File: config.mk
export PLATFORM = sky130hd
export DESIGN_NAME = windowed_fir_filter_51tap_flat
export DESIGN_NICKNAME = d
export VERILOG_FILES = /design/src/wfir_pkg.sv /design/src/wfir_in_if.sv /design/src/wfir_out_if.sv /design/src/wfir_ram.sv /design/src/wfir_mac.sv /design/src/windowed_fir_filter_51tap.sv /design/src/flat_wrapper.sv
export SDC_FILE = /design/constraint.sdc
export NUM_CORES = 2
export LEC_CHECK = 0
export BUFFER_PORTS_ARGS = -buffer_cell sky130_fd_sc_hd__buf_2
export CAP_MARGIN = 20
export CORE_AREA = 3 3 281 283
export CTS_CLUSTER_DIAMETER = 50
export DETAILED_ROUTE_END_ITERATION = 10
export DIE_AREA = 0 0 284 286
export HOLD_SLACK_MARGIN = 0.05
export MAX_ROUTING_LAYER = met4
export PLACE_DENSITY = 0.68
export SYNTH_ARGS = -nofsm -noshare
export SYNTH_HDL_FRONTEND = slang
export SYNTH_SLANG_ARGS = --single-unit
File: constraint.sdc
create_clock -name clk -period 21.7 [get_ports clk]
set_clock_uncertainty 0.05 [all_clocks]
set_input_delay 6.51 -clock clk [delete_from_list [all_inputs] [get_ports clk]]
set_output_delay 6.51 -clock clk [all_outputs]
set_load 0.005 [all_outputs]
File: src/wfir_pkg.sv
// Shared types, constants and the weighted coefficient table for the windowed FIR.
// No dependencies; every other file of the block but wfir_ram imports this package.
`default_nettype none

package wfir_pkg;

  // Default configuration
  localparam int TAPS_DEF        = 51;
  localparam int SAMPLE_BITS_DEF = 12;

  // Coefficient table geometry and format (signed Q1.16)
  localparam int COEF_COUNT = 51;
  localparam int COEF_W     = 17;
  localparam int TAP_IDX_W  = 7;    // wide enough for the largest tap count

  // Result word format
  localparam int OUT_W   = 16;
  localparam int OUT_MAX = 32767;
  localparam int OUT_MIN = -32768;

  // Hamming-weighted low-pass coefficients, tap 0 first
  localparam logic signed [COEF_W-1:0] WCOEF [COEF_COUNT] = '{
    17'sd0,      17'sd0,     17'sd0,     17'sd0,     17'sd0,
    17'sd0,     -17'sd52,    17'sd63,   -17'sd75,    17'sd0,
    17'sd0,     -17'sd116,   17'sd131,  -17'sd146,   17'sd160,
    -17'sd175,   17'sd377,  -17'sd201,   17'sd213,  -17'sd224,
    17'sd701,   -17'sd2173,  17'sd4707, -17'sd7821,  17'sd10203,
    17'sd54528,  17'sd10203, -17'sd7821, 17'sd4707, -17'sd2173,
    17'sd701,   -17'sd224,   17'sd213,  -17'sd201,   17'sd377,
    -17'sd175,   17'sd160,  -17'sd146,   17'sd131,  -17'sd116,
    17'sd0,      17'sd0,    -17'sd75,    17'sd63,   -17'sd52,
    17'sd0,      17'sd0,     17'sd0,     17'sd0,     17'sd0,
    17'sd0
  };

  // Coefficient for a tap; taps past the table have weight zero
  function automatic logic signed [COEF_W-1:0] wcoef(input logic [TAP_IDX_W-1:0] k);
    logic signed [COEF_W-1:0] c;
    c = '0;
    if (k < TAP_IDX_W'(COEF_COUNT)) begin
      c = WCOEF[k[5:0]];
    end
    return c;
  endfunction

  // Sequencer states
  typedef enum logic [1:0] {
    ST_IDLE,
    ST_ISSUE,
    ST_DRAIN
  } wfir_state_t;

  // Sequencer to multiply-accumulate unit
  typedef struct packed {
    logic clr;      // start a new sum
    logic tap_vld;  // a tap sample and coefficient are presented
  } mac_ctrl_t;

  // Multiply-accumulate unit back to sequencer
  typedef struct packed {
    logic busy;     // a product is still on its way into the sum
  } mac_sts_t;

endpackage

`default_nettype wire

File: src/wfir_in_if.sv
// Sample channel: valid/ready handshake carrying one ADC sample word.
// Depends on wfir_pkg for the default sample width.
`default_nettype none

interface wfir_in_if
  import wfir_pkg::*;
#(
  parameter int SAMPLE_BITS = SAMPLE_BITS_DEF
) ();

  logic                   valid;
  logic                   ready;
  logic [SAMPLE_BITS-1:0] sample;

  modport source (output valid, output sample, input ready);
  modport sink   (input valid, input sample, output ready);

endinterface

`default_nettype wire

File: src/wfir_out_if.sv
// Result channel: valid/ready handshake carrying one filtered output word.
// Depends on wfir_pkg for the output width.
`default_nettype none

interface wfir_out_if
  import wfir_pkg::*;
();

  logic                    valid;
  logic                    ready;
  logic signed [OUT_W-1:0] filtered;

  modport source (output valid, output filtered, input ready);
  modport sink   (input valid, input filtered, output ready);

endinterface

`default_nettype wire

File: src/wfir_ram.sv
// Generic single-write, single-read RAM with registered read data.
// No package dependencies.
`default_nettype none

module wfir_ram #(
  parameter int WIDTH = 12,
  parameter int DEPTH = 51,
  localparam int AW   = (DEPTH > 1) ? $clog2(DEPTH) : 1
) (
  input  wire logic             clk,
  input  wire logic             we,
  input  wire logic [AW-1:0]    waddr,
  input  wire logic [WIDTH-1:0] wdata,
  input  wire logic [AW-1:0]    raddr,
  output logic      [WIDTH-1:0] rdata
);

  logic [WIDTH-1:0] mem [DEPTH];

  // Write port
  always_ff @(posedge clk) begin
    if (we) begin
      mem[waddr] <= wdata;
    end
  end

  // Registered read port
  always_ff @(posedge clk) begin
    rdata <= mem[raddr];
  end

endmodule

`default_nettype wire

File: src/wfir_mac.sv
// Shared multiply-accumulate unit: one tap product per cycle while tap_vld is set, into an exact sum,
// then divide by 65536 toward zero and saturate. Depends on wfir_pkg.
`default_nettype none

module wfir_mac
  import wfir_pkg::*;
#(
  parameter int TAPS        = TAPS_DEF,
  parameter int SAMPLE_BITS = SAMPLE_BITS_DEF
) (
  input  wire logic                    clk,
  input  wire logic                    rst_n,
  input  wire mac_ctrl_t               ctrl,
  input  wire logic [SAMPLE_BITS-1:0]  tap_data,
  input  wire logic signed [COEF_W-1:0] coef,
  output mac_sts_t                     sts,
  output logic signed [OUT_W-1:0]      result
);

  localparam int TAP_W   = (TAPS > 1) ? $clog2(TAPS) : 1;
  localparam int PROD_W  = SAMPLE_BITS + 1 + COEF_W;
  localparam int ACC_RAW = PROD_W + TAP_W + 1;
  localparam int ACC_W   = (ACC_RAW > 33) ? ACC_RAW : 33;
  localparam int Q_W     = ACC_W - 16;
  localparam logic signed [Q_W-1:0] Q_MAX = Q_W'(OUT_MAX);
  localparam logic signed [Q_W-1:0] Q_MIN = Q_W'(OUT_MIN);

  logic signed [SAMPLE_BITS:0] samp_s;
  logic signed [PROD_W-1:0]    prod_r;
  logic                        prod_v_r;
  logic signed [ACC_W-1:0]     acc_r;
  logic signed [Q_W-1:0]       quo;
  logic signed [Q_W-1:0]       quo_adj;

  assign samp_s = $signed({1'b0, tap_data});

  // Product stage
  always_ff @(posedge clk) begin
    if (!rst_n) begin
      prod_v_r <= 1'b0;
    end else begin
      prod_v_r <= ctrl.tap_vld;
    end
  end

  always_ff @(posedge clk) begin
    prod_r <= samp_s * coef;
  end

  // Accumulate stage
  always_ff @(posedge clk) begin
    if (ctrl.clr) begin
      acc_r <= '0;
    end else if (prod_v_r) begin
      acc_r <= acc_r + {{(ACC_W - PROD_W){prod_r[PROD_W-1]}}, prod_r};
    end
  end

  assign sts.busy = prod_v_r;

  // Divide by 65536 toward zero, then saturate
  always_comb begin
    quo     = acc_r[ACC_W-1:16];
    quo_adj = quo;
    if (acc_r[ACC_W-1] && (|acc_r[15:0])) begin
      quo_adj = quo + Q_W'(1);
    end
    if (quo_adj > Q_MAX) begin
      result = OUT_W'(OUT_MAX);
    end else if (quo_adj < Q_MIN) begin
      result = OUT_W'(OUT_MIN);
    end else begin
      result = quo_adj[OUT_W-1:0];
    end
  end

endmodule

`default_nettype wire

File: src/windowed_fir_filter_51tap.sv
// 51-tap Hamming-windowed low-pass FIR. Each accepted sample word is written into a
// circular delay line (newest at tap 0) and one filtered word is returned: the sum of
// sample times Q1.16 weighted coefficient over all taps, divided by 65536 toward zero
// and saturated to signed 16 bits. One multiplier walks the taps one per cycle: after
// the accept cycle come one delay-line read per tap and then the registered read,
// product and sum stages, and the result is loaded into the output register once that
// register is free. The input is ready again once the result has been loaded into the output
// register; a result waiting there does not block the next sample. The delay line
// reads as zero after reset through per-entry valid bits, with no clearing pass.
// Depends on wfir_pkg, wfir_in_if, wfir_out_if, wfir_ram and wfir_mac.
`default_nettype none

module windowed_fir_filter_51tap
  import wfir_pkg::*;
#(
  parameter int TAPS        = TAPS_DEF,
  parameter int SAMPLE_BITS = SAMPLE_BITS_DEF
) (
  input  wire logic  clk,
  input  wire logic  rst_n,
  wfir_in_if.sink    in_ch,
  wfir_out_if.source out_ch
);

  localparam int TAP_W = (TAPS > 1) ? $clog2(TAPS) : 1;
  localparam logic [TAP_W-1:0] LAST_TAP = TAP_W'(TAPS - 1);

  wfir_state_t              state_r, state_nxt;
  logic [TAP_W-1:0]         slot_r, slot_dec;
  logic [TAP_W-1:0]         rd_addr_r, rd_next;
  logic [TAP_W-1:0]         k_r, k1_r;
  logic [TAPS-1:0]          vld_r;
  logic                     vld_rd_r;
  logic                     s1_v_r;
  logic                     accept, issue, load_out;
  logic                     pipe_empty, out_free;
  logic [SAMPLE_BITS-1:0]   ram_rdata;
  logic [SAMPLE_BITS-1:0]   tap_data;
  logic signed [COEF_W-1:0] coef;
  mac_ctrl_t                mac_ctrl;
  mac_sts_t                 mac_sts;
  logic signed [OUT_W-1:0]  mac_result;
  logic                     out_valid_r;
  logic signed [OUT_W-1:0]  out_data_r;

  // Handshake and pointer arithmetic
  assign in_ch.ready = (state_r == ST_IDLE);
  assign accept      = in_ch.valid && in_ch.ready;
  assign slot_dec    = (slot_r == '0) ? LAST_TAP : slot_r - 1'b1;
  assign rd_next     = (rd_addr_r == LAST_TAP) ? '0 : rd_addr_r + 1'b1;
  assign pipe_empty  = !s1_v_r && !mac_sts.busy;
  assign out_free    = !out_valid_r || out_ch.ready;

  // Sequencer state register
  always_ff @(posedge clk) begin
    if (!rst_n) begin
      state_r <= ST_IDLE;
    end else begin
      state_r <= state_nxt;
    end
  end

  // Sequencer next state and strobes
  always_comb begin
    state_nxt = state_r;
    issue     = 1'b0;
    load_out  = 1'b0;
    unique case (state_r)
      ST_IDLE: begin
        if (accept) begin
          state_nxt = ST_ISSUE;
        end
      end
      ST_ISSUE: begin
        issue = 1'b1;
        if (k_r == LAST_TAP) begin
          state_nxt = ST_DRAIN;
        end
      end
      ST_DRAIN: begin
        if (pipe_empty && out_free) begin
          load_out  = 1'b1;
          state_nxt = ST_IDLE;
        end
      end
      default: state_nxt = ST_IDLE;
    endcase
  end

  // Newest slot and delay-line valid bits
  always_ff @(posedge clk) begin
    if (!rst_n) begin
      slot_r <= LAST_TAP;
      vld_r  <= '0;
    end else if (accept) begin
      slot_r          <= slot_dec;
      vld_r[slot_dec] <= 1'b1;
    end
  end

  // Tap walk: read address and tap index
  always_ff @(posedge clk) begin
    if (accept) begin
      rd_addr_r <= slot_dec;
      k_r       <= '0;
    end else if (issue) begin
      rd_addr_r <= rd_next;
      k_r       <= k_r + 1'b1;
    end
  end

  // Align tap index and valid bit with the registered read data
  always_ff @(posedge clk) begin
    if (!rst_n) begin
      s1_v_r <= 1'b0;
    end else begin
      s1_v_r <= issue;
    end
  end

  always_ff @(posedge clk) begin
    k1_r     <= k_r;
    vld_rd_r <= vld_r[rd_addr_r];
  end

  wfir_ram #(
    .WIDTH (SAMPLE_BITS),
    .DEPTH (TAPS)
  ) u_dline (
    .clk   (clk),
    .we    (accept),
    .waddr (slot_dec),
    .wdata (in_ch.sample),
    .raddr (rd_addr_r),
    .rdata (ram_rdata)
  );

  // Never-written entries read as zero
  assign tap_data     = vld_rd_r ? ram_rdata : '0;
  assign coef         = wcoef(TAP_IDX_W'(k1_r));
  assign mac_ctrl.clr     = accept;
  assign mac_ctrl.tap_vld = s1_v_r;

  wfir_mac #(
    .TAPS        (TAPS),
    .SAMPLE_BITS (SAMPLE_BITS)
  ) u_mac (
    .clk      (clk),
    .rst_n    (rst_n),
    .ctrl     (mac_ctrl),
    .tap_data (tap_data),
    .coef     (coef),
    .sts      (mac_sts),
    .result   (mac_result)
  );

  // Output word register
  always_ff @(posedge clk) begin
    if (!rst_n) begin
      out_valid_r <= 1'b0;
    end else if (load_out) begin
      out_valid_r <= 1'b1;
    end else if (out_ch.ready) begin
      out_valid_r <= 1'b0;
    end
  end

  always_ff @(posedge clk) begin
    if (load_out) begin
      out_data_r <= mac_result;
    end
  end

  assign out_ch.valid    = out_valid_r;
  assign out_ch.filtered = out_data_r;

endmodule

`default_nettype wire

File: src/flat_wrapper.sv
// flat-port wrapper written by rule: the top's interface ports become plain ports
module windowed_fir_filter_51tap_flat import wfir_pkg::*;
#(
  parameter int TAPS        = TAPS_DEF,
  parameter int SAMPLE_BITS = SAMPLE_BITS_DEF
)
  (clk, rst_n, in_ch_valid, in_ch_sample, in_ch_ready, out_ch_valid, out_ch_filtered, out_ch_ready);
  wfir_in_if #(.SAMPLE_BITS(SAMPLE_BITS)) in_ch_i ();
  wfir_out_if out_ch_i ();
  input  wire logic clk;
  input  wire logic rst_n;
  input wire logic [$bits(in_ch_i.valid)-1:0] in_ch_valid;
  input wire logic [$bits(in_ch_i.sample)-1:0] in_ch_sample;
  output wire logic [$bits(in_ch_i.ready)-1:0] in_ch_ready;
  output wire logic [$bits(out_ch_i.valid)-1:0] out_ch_valid;
  output wire logic [$bits(out_ch_i.filtered)-1:0] out_ch_filtered;
  input wire logic [$bits(out_ch_i.ready)-1:0] out_ch_ready;
  assign in_ch_i.valid = in_ch_valid;
  assign in_ch_i.sample = in_ch_sample;
  assign in_ch_ready = in_ch_i.ready;
  assign out_ch_valid = out_ch_i.valid;
  assign out_ch_filtered = out_ch_i.filtered;
  assign out_ch_i.ready = out_ch_ready;
  windowed_fir_filter_51tap #(.TAPS(TAPS), .SAMPLE_BITS(SAMPLE_BITS)) u_core (.clk(clk), .rst_n(rst_n), .in_ch(in_ch_i), .out_ch(out_ch_i));
endmodule
==> summary.md <==
| Metric | Value |
|---|---|
| Rows | `102` |
| Vias in the first global route | `24004` |
| Area of the multi-input gates | `approximately 17000 µm²` |
| CTS hold repair buffers | `0` |
| Drt pass-1 iters | `5` |
| Post-CTS sizing | `0` |
| Largest net degree at the start of global routing | `186` |
| Root buf cell | `clkbuf_16` |
| Total GRT Usage | `between 20% and 30%` |
| GR Layer Usage met1 | `31.9%` |
| Share of layout cells above drive strength 1 | `16.2%` |
| Max Fclk | `0.113 GHz` |
| Register area | `22100 µm²` |
| DRT iter0 DRCs | `2344` |
| TritonCTS Sinks | `between 700 and 800` |
| Crit start category | `input port` |
| Final wirelength | `around 93 mm` |
| Worst-path fanout max | `51` |
| Area contributors post-synth | `edfxtp_1, mux4_2, fa_1` |
| GRT met3 Usage | `3.92%` |
| Top-count cell post-synth | `edfxtp_1` |
| N_diodes | `0` |
| Unique masters post-synth | `80` |
| Avg WL per Cell | `23.0 µm` |
| Yosys warns | `0` |
| #FFs+latches synth | `788` |
| Leading cell types by count after synthesis | `edfxtp_1, inv_1, nor2_1, mux4_2, nand2_1` |
| Residual DRC count | `0` |
| Area share of the largest cell type after synthesis | `47.1%` |
| Worst slew pin tran | `1.11 ns` |
| Worst EP arrival | `9.06 ns` |
| Clk slew on worst S/H paths | `0.06 ns` |
| Sw Ratio | `between 20% and 30%` |
| I/O pins | `34` |
| Core area | `between 70000 and 80000 µm²` |
| Worst-skew pair later-pin latency | `about 0.67 ns` |
| Gr ovfl total | `0` |
| Syn_area_per_cell | `13.9 µm²` |
| Post-DP HPWL | `62.1 mm` |
| Sequential cell area fraction in the yosys report | `54.8%` |
| Status | `finished clean` |
| Post-synth EDFFs | `634` |
| Clock power share | `40.0%` |
| Gr busiest metal | `met2` |
| Cells after DPL | `3862` |
| CP Capture Type | `register` |
| Hold Slack | `0.342 ns` |
| Critical path class | `in -> reg` |
| Setup violators final | `0` |
| CTS tree | `yes` |
| Routability cong. | `between 0.8 and 0.9` |
| Clock Tree Buf Depth | `3` |
| Sw power | `0.934 mW` |
| Place WS | `12.23 ns` |
| Peak supply drop | `0.0916 mV` |
| Syn_nets | `3223` |
| Overall power | `3.64 mW` |
| CTS buffer count | `87` |
| Non-Filler Instances | `between 4000 and 5000` |
| Initial antenna violation count | `0` |
| Lkg Pwr | `16.6 nW` |
| Initial Util | `between 50% and 60%` |
| RSZ-0062 raised after global routing | `no` |
| H-tree Lvls | `3` |
| Post-CTS Setup Inserts | `0` |
| Area Growth Syn to Fin | `10.9%` |
| Synth async-reset ratio | `0%` |
| HP Class | `reg -> reg` |
| Crit share post-route | `between 40% and 50%` |
| Via-to-Cell Ratio | `5.90` |
| I/O Buffers | `33` |
| Final hold violations | `0` |
| Met2 GRT Util | `38.6%` |
| Final core utilization | `58.2%` |
| CP required | `21.90 ns` |
| Post-route ant nets | `0` |
| Netlist Area Pre-Place | `40400 µm²` |
| Post-route cell area | `44800 µm²` |
| Synth area leader | `edfxtp_1` |
| Period minus WS final | `between 8 and 9 ns` |
| Final WS setup | `12.84 ns` |
| Combinational fraction of design power | `between 10% and 20%` |
| # nets final | `about 3300` |
| Die Wd | `approximately 280 µm` |
| Seq pwr share | `46.5%` |
| Final count of pins violating max slew | `0` |
| Post-Synthesis Cells | `2899` |
| Die H | `286 µm` |
| Slew headroom | `around 25%` |
| First-pass GRT wire length | `145 mm` |
| Max-Cap Viols | `0` |
| Placement Cell Area | `41500 µm²` |
| Via count | `23965` |
| Die Area | `81200 µm²` |
| Synth Flop Type | `edfxtp_1` |
| # fillers | `5882` |
| Setup TNS | `0 ns` |
| Int Pwr | `2.71 mW` |
| Pwr Density | `81.2 nW/µm²` |
-- worst paths after layout --
path                                     start                         to  slack (ns)  cells after the start
worst min register to register   u_core.k_r[5]             u_core.k1_r[5]        0.34                      0
worst max register to register  u_core.k1_r[0]    u_core.u_mac.prod_r[29]       13.44                     27
worst max-delay path               in_ch_valid  u_core.u_dline.mem[0][10]       12.84                      5
worst min-delay path             u_core.k_r[5]             u_core.k1_r[5]        0.34                      0
-- registers in the layout, indices dropped and copies added, names as in the netlist --
name	flops
u_core.u_dline.mem	612
u_core.k_r	6
u_core.out_ch.valid	1
u_core.vld_rd_r	1
u_core.u_mac.acc_r	37
u_core.slot_r	6
u_core.u_dline.rdata	12
u_core.s1_v_r	1
u_core.rd_addr_r	6
u_core.k1_r	6
u_core.u_mac.prod_r	30
u_core.u_mac.sts	1
u_core.vld_r	51
u_core.out_ch.filtered	16
u_core.state_r	2
-- layer usage --
metal  wire [µm]  part of all wire [%]
met5           0                     0
met4        2970                   3.2
met3        6980                   7.5
met2       45300                    49
met1       38000                    41
-- power by group through the flow --
| stage | clock network, mW | logic [mW] | registers [mW] |
|---|---|---|---|
| 2_1_floorplan | 0 | 0.328 | 1.71 |
| 3_3_place_gp | 0 | 0.479 | 1.72 |
| 3_5_place_dp | 0 | 0.485 | 1.72 |
| 4_1_cts | 1.48 | 0.488 | 1.69 |
| 5_1_grt | 1.55 | 0.518 | 1.70 |
| 6_report | 1.46 | 0.490 | 1.69 |
-- worst max-delay path, cell delays in order --
cell and delay [ns]:
buf_2 0.09, and2_2 0.13, buf_4 0.44, nand3_1 0.79, nor2_1 1.08
-- cell usage in the layout, fill, tap and decap left out, types with 51 or more instances in the layout --
master / n
edfxtp_1: 634
inv_1: 301
nor2_1: 244
mux4_2: 207
nand2_1: 198
fa_1: 189
dfxtp_1: 153
ha_1: 119
a21oi_1: 89
clkbuf_16: 87
o21ai_0: 67
o21a_1: 63
xnor2_1: 51
-- area by class of cell --
cell class	instances	share of cell area, %
clock inverter	51	1.31
clock buffer	112	5.18
sequential	788	49.4
inverter	304	2.55
multi-input combinational	1672	37.0
timing repair buffer	94	1.68
tap	1040	2.90
-- cell families (layout without fill, tap and decap cells) --
logic type	count (synthesis)	in the layout	share of synthesized area, %
AND/OR/NAND/NOR	645	645	7.19
flip-flops	788	788	54.8
buffers and inverters	439	561	4.18
XOR/XNOR	82	82	1.78
AO/OA/AOI/OAI	391	391	6.50
multiplexers	246	246	12.5
adder cells (fa/ha/maj)	308	308	13.1
Power figures use the tool's default switching activity.
